[config.mk]
export PLATFORM = sky130hd
export DESIGN_NAME = gamepad_input_conditioner_top
export DESIGN_NICKNAME = d
export VERILOG_FILES = /design/src/rtl/gic_pkg.sv /design/src/rtl/gic_axis_lane.sv /design/src/rtl/gic_button_lane.sv /design/src/rtl/gic_merge.sv /design/src/rtl/gamepad_input_conditioner_top.sv
export SDC_FILE = /design/constraint.sdc
export NUM_CORES = 2
export LEC_CHECK = 0
export ABC_AREA = 1
export BUFFER_PORTS_ARGS = -buffer_cell sky130_fd_sc_hd__buf_2
export CAP_MARGIN = 20
export CORE_ASPECT_RATIO = 1.4
export CORE_UTILIZATION = 28
export DETAILED_ROUTE_END_ITERATION = 6
export GPL_TIMING_DRIVEN = 0
export PLACE_DENSITY = 0.49
export SYNTH_ARGS = -nofsm -noshare
export SYNTH_HDL_FRONTEND = slang
export SYNTH_HIERARCHICAL = 1
export SYNTH_SLANG_ARGS = --single-unit
[constraint.sdc]
create_clock -name clk -period 64.7 [get_ports clk]
set_input_delay 9.705 -clock clk [delete_from_list [all_inputs] [get_ports clk]]
set_output_delay 9.705 -clock clk [all_outputs]
set_load 0.005 [all_outputs]
[src/rtl/gic_pkg.sv]
// ---------------------------------------------------------------------------
// gic_pkg
// Shared types and constants for the gamepad input conditioner.
// ---------------------------------------------------------------------------
package gic_pkg;

  localparam int AXIS_W     = 12;
  localparam int NUM_AXES   = 4;
  localparam int NUM_BTNS   = 4;
  localparam int TIME_W     = 32;
  localparam int DELAY_W    = 16;
  localparam int WINDOW_DEF = 15;
  localparam int IN_W       = 88;
  localparam int OUT_W      = 88;
  localparam int CFG_IDX_W  = 1;
  localparam int CFG_DATA_W = 16;

  localparam logic [AXIS_W-1:0]    DEADZONE_RST = AXIS_W'(500);
  localparam logic [DELAY_W-1:0]   DELAY_RST    = DELAY_W'(50);

  localparam logic [CFG_IDX_W-1:0] REG_DEADZONE = 1'b0;
  localparam logic [CFG_IDX_W-1:0] REG_DEBOUNCE = 1'b1;

  // button lane order
  localparam int BTN_JOY1  = 0;
  localparam int BTN_JOY2  = 1;
  localparam int BTN_LTRIG = 2;
  localparam int BTN_RTRIG = 3;

  typedef enum logic [1:0] {
    BTN_RELEASED      = 2'd0,
    BTN_JUST_PRESSED  = 2'd1,
    BTN_PRESSED       = 2'd2,
    BTN_JUST_RELEASED = 2'd3
  } btn_state_t;

  // pipeline strobes shared by all lanes
  typedef struct packed {
    logic acc;     // input item accepted
    logic ld2;     // stage 2 load
    logic ld3;     // output stage load
    logic primed;  // histories already filled
  } pipe_ctl_t;

endpackage

[src/rtl/gic_axis_lane.sv]
// ---------------------------------------------------------------------------
// gic_axis_lane
// One axis: shift-line history, running sum, reciprocal divide, deadzone pick.
// ---------------------------------------------------------------------------
module gic_axis_lane #(
  parameter int WINDOW = gic_pkg::WINDOW_DEF
) (
  input  logic                      clk,
  input  gic_pkg::pipe_ctl_t        ctl,
  input  logic [gic_pkg::AXIS_W-1:0] sample,
  input  logic [gic_pkg::AXIS_W-1:0] deadzone,
  output logic [gic_pkg::AXIS_W-1:0] filt
);
  import gic_pkg::*;

  localparam int SUM_W  = AXIS_W + $clog2(WINDOW);
  localparam int SHIFT  = SUM_W + $clog2(WINDOW);
  localparam int MUL_W  = SUM_W + 1;
  localparam int PROD_W = SUM_W + MUL_W;
  localparam logic [63:0] RECIP = ((64'd1 << SHIFT) + 64'(WINDOW) - 64'd1) / 64'(WINDOW);

  logic [AXIS_W-1:0] hist_r   [WINDOW];
  logic [AXIS_W-1:0] hist_nxt [WINDOW];
  logic [SUM_W-1:0]  sum_r, sum_nxt;
  logic [PROD_W-1:0] prod_r;
  logic [AXIS_W-1:0] samp_r;
  logic [AXIS_W-1:0] avg, diff;

  always_comb begin
    hist_nxt[0] = sample;
    for (int i = 1; i < WINDOW; i++) begin
      hist_nxt[i] = ctl.primed ? hist_r[i-1] : sample;
    end
    if (ctl.primed) begin
      sum_nxt = sum_r + SUM_W'(sample) - SUM_W'(hist_r[WINDOW-1]);
    end else begin
      sum_nxt = SUM_W'(sample) * SUM_W'(WINDOW);
    end
  end

  always_ff @(posedge clk) begin
    if (ctl.acc) begin
      hist_r <= hist_nxt;
      sum_r  <= sum_nxt;
    end
  end

  // sum / WINDOW as multiply by rounded-up reciprocal, exact over the sum range
  always_ff @(posedge clk) begin
    if (ctl.ld2) begin
      prod_r <= PROD_W'(sum_r) * PROD_W'(RECIP[MUL_W-1:0]);
      samp_r <= hist_r[0];
    end
  end

  always_comb begin
    avg  = prod_r[SHIFT +: AXIS_W];
    diff = (samp_r >= avg) ? (samp_r - avg) : (avg - samp_r);
    filt = (diff < deadzone) ? avg : samp_r;
  end

endmodule

[src/rtl/gic_button_lane.sv]
// ---------------------------------------------------------------------------
// gic_button_lane
// Four-state time-based debouncer for one button.
// ---------------------------------------------------------------------------
module gic_button_lane (
  input  logic                        clk,
  input  logic                        rst_n,
  input  gic_pkg::pipe_ctl_t          ctl,
  input  logic                        level,
  input  logic [gic_pkg::TIME_W-1:0]  now,
  input  logic [gic_pkg::DELAY_W-1:0] delay,
  output gic_pkg::btn_state_t         state,
  output gic_pkg::btn_state_t         state_nxt
);
  import gic_pkg::*;

  btn_state_t        state_r;
  logic [TIME_W-1:0] chg_r, chg_nxt;
  logic [TIME_W-1:0] elapsed;
  logic              settled;

  always_ff @(posedge clk) begin
    if (!rst_n) begin
      state_r <= BTN_RELEASED;
      chg_r   <= '0;
    end else if (ctl.acc) begin
      state_r <= state_nxt;
      chg_r   <= chg_nxt;
    end
  end

  always_comb begin
    elapsed   = now - chg_r;
    settled   = elapsed >= TIME_W'(delay);
    state_nxt = state_r;
    chg_nxt   = chg_r;
    case (state_r)
      BTN_RELEASED: begin
        if (level) begin
          state_nxt = BTN_JUST_PRESSED;
          chg_nxt   = now;
        end
      end
      BTN_JUST_PRESSED: begin
        if (settled) state_nxt = BTN_PRESSED;
        else if (!level) state_nxt = BTN_RELEASED;
      end
      BTN_PRESSED: begin
        if (!level) begin
          state_nxt = BTN_JUST_RELEASED;
          chg_nxt   = now;
        end
      end
      BTN_JUST_RELEASED: begin
        if (settled) state_nxt = BTN_RELEASED;
        else if (level) state_nxt = BTN_PRESSED;
      end
      default: state_nxt = BTN_RELEASED;
    endcase
  end

  assign state = state_r;

endmodule

[src/rtl/gic_merge.sv]
// ---------------------------------------------------------------------------
// gic_merge
// Combines lane results: activity time, delay alignment, output registers.
// ---------------------------------------------------------------------------
module gic_merge (
  input  logic                        clk,
  input  logic                        rst_n,
  input  gic_pkg::pipe_ctl_t          ctl,
  input  logic [gic_pkg::AXIS_W-1:0]  filt      [gic_pkg::NUM_AXES],
  input  gic_pkg::btn_state_t         btn_state [gic_pkg::NUM_BTNS],
  input  gic_pkg::btn_state_t         btn_nxt   [gic_pkg::NUM_BTNS],
  input  logic [gic_pkg::TIME_W-1:0]  now,
  output logic [gic_pkg::AXIS_W-1:0]  filt_o    [gic_pkg::NUM_AXES],
  output gic_pkg::btn_state_t         btn_o     [gic_pkg::NUM_BTNS],
  output logic [gic_pkg::TIME_W-1:0]  act_o
);
  import gic_pkg::*;

  logic [TIME_W-1:0] act_r, act2_r;
  btn_state_t        btn2_r [NUM_BTNS];
  logic              activity;

  always_comb begin
    activity = (btn_nxt[BTN_JOY1]  == BTN_JUST_PRESSED)  ||
               (btn_nxt[BTN_JOY1]  == BTN_JUST_RELEASED) ||
               (btn_nxt[BTN_JOY2]  == BTN_JUST_PRESSED)  ||
               (btn_nxt[BTN_JOY2]  == BTN_JUST_RELEASED) ||
               (btn_nxt[BTN_LTRIG] == BTN_JUST_PRESSED)  ||
               (btn_nxt[BTN_RTRIG] == BTN_JUST_PRESSED);
  end

  always_ff @(posedge clk) begin
    if (!rst_n) begin
      act_r <= '0;
    end else if (ctl.acc && activity) begin
      act_r <= now;
    end
  end

  always_ff @(posedge clk) begin
    if (ctl.ld2) begin
      btn2_r <= btn_state;
      act2_r <= act_r;
    end
    if (ctl.ld3) begin
      filt_o <= filt;
      btn_o  <= btn2_r;
      act_o  <= act2_r;
    end
  end

endmodule

[src/rtl/gamepad_input_conditioner_top.sv]
// ---------------------------------------------------------------------------
// gamepad_input_conditioner_top
// Four axis lanes and four debounce lanes in parallel, merged into one item.
// ---------------------------------------------------------------------------
// Pipeline: three register stages (sum update, multiply, pick).
// Throughput: one item per cycle while out_tready is not held low; the pipeline holds up to three items.
// The per-axis reciprocal multiply sets the stage-2 path.
// Reset (rst_n low, synchronous): pipeline empty, histories unprimed, buttons
// released, times zero, deadzone 500, debounce delay 50 ms.
// ---------------------------------------------------------------------------
module gamepad_input_conditioner_top #(
  parameter int WINDOW = gic_pkg::WINDOW_DEF
) (
  input  logic                           clk,
  input  logic                           rst_n,
  // [11:0] axis1_x, [23:12] axis1_y, [35:24] axis2_x, [47:36] axis2_y,
  // [48] joy1_button, [49] joy2_button, [50] left_trigger, [51] right_trigger,
  // [83:52] now_ms, [87:84] zero
  input  logic [gic_pkg::IN_W-1:0]       in_tdata,
  input  logic                           in_tvalid,
  output logic                           in_tready,
  // [11:0] filtered1_x, [23:12] filtered1_y, [35:24] filtered2_x,
  // [47:36] filtered2_y, [49:48] joy1_state, [51:50] joy2_state,
  // [53:52] left_state, [55:54] right_state, [87:56] last_activity_ms
  output logic [gic_pkg::OUT_W-1:0]      out_tdata,
  output logic                           out_tvalid,
  input  logic                           out_tready,
  input  logic                           cfg_valid,
  output logic                           cfg_ready,
  input  logic [gic_pkg::CFG_IDX_W-1:0]  cfg_index,
  input  logic [gic_pkg::CFG_DATA_W-1:0] cfg_data
);
  import gic_pkg::*;

  logic              v1_r, v2_r, v3_r;
  logic              rdy1, rdy2, rdy3;
  logic              primed_r;
  logic [AXIS_W-1:0] deadzone_r;
  logic [DELAY_W-1:0] delay_r;
  pipe_ctl_t         ctl;

  logic [AXIS_W-1:0] sample [NUM_AXES];
  logic [AXIS_W-1:0] filt   [NUM_AXES];
  logic [AXIS_W-1:0] filt_o [NUM_AXES];
  btn_state_t        btn_state [NUM_BTNS];
  btn_state_t        btn_nxt   [NUM_BTNS];
  btn_state_t        btn_o     [NUM_BTNS];
  logic [TIME_W-1:0] now;
  logic [TIME_W-1:0] act_o;

  assign rdy3       = !v3_r || out_tready;
  assign rdy2       = !v2_r || rdy3;
  assign rdy1       = !v1_r || rdy2;
  assign in_tready  = rdy1;
  assign out_tvalid = v3_r;
  assign cfg_ready  = 1'b1;

  assign ctl.acc    = in_tvalid && rdy1;
  assign ctl.ld2    = v1_r && rdy2;
  assign ctl.ld3    = v2_r && rdy3;
  assign ctl.primed = primed_r;

  always_ff @(posedge clk) begin
    if (!rst_n) begin
      v1_r     <= 1'b0;
      v2_r     <= 1'b0;
      v3_r     <= 1'b0;
      primed_r <= 1'b0;
    end else begin
      if (rdy1) v1_r <= in_tvalid;
      if (rdy2) v2_r <= v1_r;
      if (rdy3) v3_r <= v2_r;
      if (ctl.acc) primed_r <= 1'b1;
    end
  end

  always_ff @(posedge clk) begin
    if (!rst_n) begin
      deadzone_r <= DEADZONE_RST;
      delay_r    <= DELAY_RST;
    end else if (cfg_valid) begin
      case (cfg_index)
        REG_DEADZONE: deadzone_r <= cfg_data[AXIS_W-1:0];
        REG_DEBOUNCE: delay_r    <= cfg_data[DELAY_W-1:0];
        default: ;
      endcase
    end
  end

  assign now = in_tdata[52 +: TIME_W];

  for (genvar a = 0; a < NUM_AXES; a++) begin : g_axis
    assign sample[a] = in_tdata[a*AXIS_W +: AXIS_W];
    gic_axis_lane #(.WINDOW(WINDOW)) u_axis (
      .clk      (clk),
      .ctl      (ctl),
      .sample   (sample[a]),
      .deadzone (deadzone_r),
      .filt     (filt[a])
    );
    assign out_tdata[a*AXIS_W +: AXIS_W] = filt_o[a];
  end

  for (genvar b = 0; b < NUM_BTNS; b++) begin : g_btn
    gic_button_lane u_btn (
      .clk       (clk),
      .rst_n     (rst_n),
      .ctl       (ctl),
      .level     (in_tdata[48 + b]),
      .now       (now),
      .delay     (delay_r),
      .state     (btn_state[b]),
      .state_nxt (btn_nxt[b])
    );
    assign out_tdata[48 + 2*b +: 2] = btn_o[b];
  end

  gic_merge u_merge (
    .clk       (clk),
    .rst_n     (rst_n),
    .ctl       (ctl),
    .filt      (filt),
    .btn_state (btn_state),
    .btn_nxt   (btn_nxt),
    .now       (now),
    .filt_o    (filt_o),
    .btn_o     (btn_o),
    .act_o     (act_o)
  );

  assign out_tdata[56 +: TIME_W] = act_o;

endmodule

# After elaboration in Yosys (flattened, before gate mapping)
# Cells that the tools add are included.
# op_classes
order_cmp,12
n_mul,8
n_mux,108
n_addsub,20
n_reduce_logical,29
bitwise_logic,1
eq_ne,26
# op_table
operator,count
$mux W12,64
$mux W32,8
$pmux W32 S2,4
$ge A32 B16 Y1,4
$sub A32 B32 Y32,4
$mul A16 B16 Y31 const B,4
$sub A12 B12 Y12,8
$add A16 B12 Y16,4
$mul A12 B4 Y16 const B,4
$mux W16,4
$sub A16 B12 Y16,4
$ge A12 B12 Y1,4
$lt A12 B12 Y1,4
$mux W2,24
$pmux W2 S4,4
$eq A2 B2 Y1 const B,10
$eq A2 B1 Y1 const B,8
$ne A2 B2 Y1 const B,8
$reduce_and A4 Y1,4
$logic_not A2 Y1,4
$logic_or A1 B1 Y1,8
$reduce_bool A2 Y1,4
$logic_and A1 B1 Y1,4
$reduce_and A2 Y1,2
2 further kinds,4
# word_totals
in_bits,110
register_bits,1284

# Longest topological paths before layout
# logic_depth
ltp_word,11
depth_mapped,32

# Modules after synthesis
# Netlist, hierarchy kept.
# by_module_without_submodules
module,cells_per_inst,area_per_inst_um2,instances,seq_area_each_um2
gic_button_lane,763,4182.8,4,680.7
gic_axis_lane at g_axis[3].u_axis,1722,15253.4,1,6606.3
gic_axis_lane at g_axis[1].u_axis,1745,15243.4,1,6606.3
gic_axis_lane at g_axis[0].u_axis,1733,15195.8,1,6606.3
gic_axis_lane at g_axis[2].u_axis,1725,15189.6,1,6606.3
gic_merge,342,5297.6,1,4484.3
gamepad_input_conditioner_top,146,1153.6,1,640.6

# Least setup slack after synthesis
# Ideal clock, no wire load.
# synth_timing
path_kind,input to register
from,input out_tready
to,register g_btn[0].u_btn.chg_r[26]
setup_ns,0.144
stages,7
setup_slack_ns,35.798
arrival_ns,28.758
path_cell_list,inv_1 > nand4_1 > nand2_1 > inv_1 > nand3_1 > o21ai_0 > a21oi_1
# synth_rtl
element,line_no,text
from (decl),gamepad_input_conditioner_top.sv:27,"input logic out_tready,"
to (signal assigned),gic_button_lane.sv:28,chg_r <= chg_nxt;
to (decl),gic_button_lane.sv:18,"logic [TIME_W-1:0] chg_r, chg_nxt;"

# Worst setup path after layout
# layout_timing
from,input out_tready
to,output in_tready
# layout_between
elab_chain_len,3
# layout_rtl
element,line_no,text
$logic_or A1 B1 Y1,gamepad_input_conditioner_top.sv:51,assign rdy3 = !v3_r || out_tready;
$logic_or A1 B1 Y1,gamepad_input_conditioner_top.sv:52,assign rdy2 = !v2_r || rdy3;
$logic_or A1 B1 Y1,gamepad_input_conditioner_top.sv:53,assign rdy1 = !v1_r || rdy2;
to (decl),gamepad_input_conditioner_top.sv:21,"output logic in_tready,"
# Every way passes these cells.

==> results.ini <==
[grt]
grt_pass1_wl_um=383200
grt_max_degree=126
grt_antenna_before_repair=26
grt_util_all_layers_pct=16.32
overflow=0
grt_pass1_vias=66523

[detailed_routing]
drt-total-wl_um=249900
drtPass1Iterations=6
num_vias=66432
viasPerCell=4.463
wl_per_cell_um=16.79
ant_nets=0
drcViolationCount=0
drtIter0Drc=3701

[power_and_ir_drop]
power.density_nw_per_um2=49.06
leakage_nw=46.73
pwr-share-seq_pct=23.0
p_total_mw=4.657
peakVddDrop_v=0.00003969
internal-power_mw=2.409
power_switching_mw=2.248
pwr-share-clk_pct=17.3
switching_share_pct=48.27
p_comb_share_pct=59.7

[sta]
period_minus_slack_ps=20040
setup-tns-final_ps=0
setup_slack_ps=44660
fmax_mhz=49.90
skew_ps=56.16
rsz0062_at_grt=no
hold_slack_ps=417.6
slew_viol_final=0
slew_headroom_pct=28.97
worst_pin_slew_ps=1065
setup_viol=0
hold_viol=0
period_share_pct=30.97

[critical_path]
crit_start=out_tready
path_class=input port to primary output
worst_ep_required_time_ps=54990
timing.rr.start=g_btn[3].u_btn/chg_r[4]
crit_path_max_fanout=4
cp-start-kind=input port
setup.worst_path.end_class=primary output
worstPathArrival_ps=10330

[die]
core-area_um2=298000
rows=237
design.die.area_um2=302400
io_pins=201
initial_core_util_pct=28.21
die_y_um=650.3
die_w_um=465.1

[min_path]
hold_start=u_merge/act2_r[17]
hold_class=flop to flop

[finish]
final_cell_mix=3667 x nand2_1, 1737 x inv_1, 1008 x edfxtp_1
layout.nets=11995
final_common_cell=nand2_1
syn2layout_area_growth_pct=12.93
drive_gt1_share_pct=6.149
postLayoutCoreUtil_pct=31.85

[cts]
cts_setup_buffers=0
cts_resized=0
clock_sinks=1208
cts_hold_buffers=0
cts_tree=built
insertion_delay_ps=840
cts_max_path_buffers=4
cts_buffers=148
ctsHtreeMaxLevel=4
root_buffer=clkbuf_16
clk_pin_slew_worst_paths_ps=60

[run_status]
outcome=completed

[yosys]
netlist_area_um2=84060
syn-mean-instance-area_um2=8.034
synth_nets=11637
netlist_instances=10463
yosysWarningCount=6

[placement]
place_hpwl_um=195800
place_congestion=0.9117
port_buffers=195
place_ws_ps=44680

[run]
cap_violations=0

-- registers in the layout (all words and copies together) (netlist names) --
name                  count
g_axis.u_axis/hist_r    720
g_btn.u_btn/chg_r       128
g_axis.u_axis/sum_r      64
g_axis.u_axis/prod_r     48
g_axis.u_axis/samp_r     48
u_merge/filt_o           48
u_merge/act2_r           32
u_merge/act_o            32
u_merge/act_r            32
delay_r                  16
deadzone_r               12
g_btn.u_btn/state         8
u_merge/btn2_r            8
u_merge/btn_o             8
out_tvalid                1
primed_r                  1
v1_r                      1
v2_r                      1
-- cell type report --
class | count | area [µm²]
clock inverters | 83 | 643.1
multi-input cells | 7270 | 42120
clock buffers | 174 | 3928
inverters | 1757 | 6613
diodes | 14 | 35.03
fillers | 32141 | 203100
well taps | 3943 | 4933
plain buffers | 228 | 1080
repair buffers | 208 | 1304
flip-flops and latches | 1208 | 34270
-- critical path: stages --
cell and delay (ps):
buf_2 90, inv_1 130, nand4_1 210, buf_2 200
-- metal layers --
layer  wire, µm  track usage, %
met4       8874           5.633
met1     104100           19.02
met5        104               0
met3       8922           1.974
met2     128000           30.37
-- final timing paths --
path | to | slack (ps) | cells past startpoint
max | in_tready | 44660 | 4
min | u_merge/act_o[17] | 420 | 0
max reg2reg | u_merge/act_r[9] | 60310 | 29
min reg2reg | u_merge/act_o[17] | 420 | 0
-- power by group through the flow --
| stage | Clock, mW | Sequential (mW) | Combinational (mW) |
|---|---|---|---|
| 2_1_floorplan | 0 | 1.07 | 2.00 |
| 3_3_place_gp | 0 | 1.12 | 2.81 |
| 3_5_place_dp | 0 | 1.09 | 2.81 |
| 4_1_cts | 0.835 | 1.07 | 2.83 |
| 5_1_grt | 0.860 | 1.08 | 3.20 |
| 6_report | 0.806 | 1.07 | 2.78 |
-- per-stage QoR --
| step | cells | cell area (µm²) |
|---|---|---|
| global route | 14879 | 94910 |
| CTS | 14871 | 94890 |
| floorplan | 10463 | 84060 |
| detailed placement | 14614 | 90320 |
| global placement | 14601 | 89970 |
| finish | 14885 | 94930 |
(Power assumes the default switching activity.)
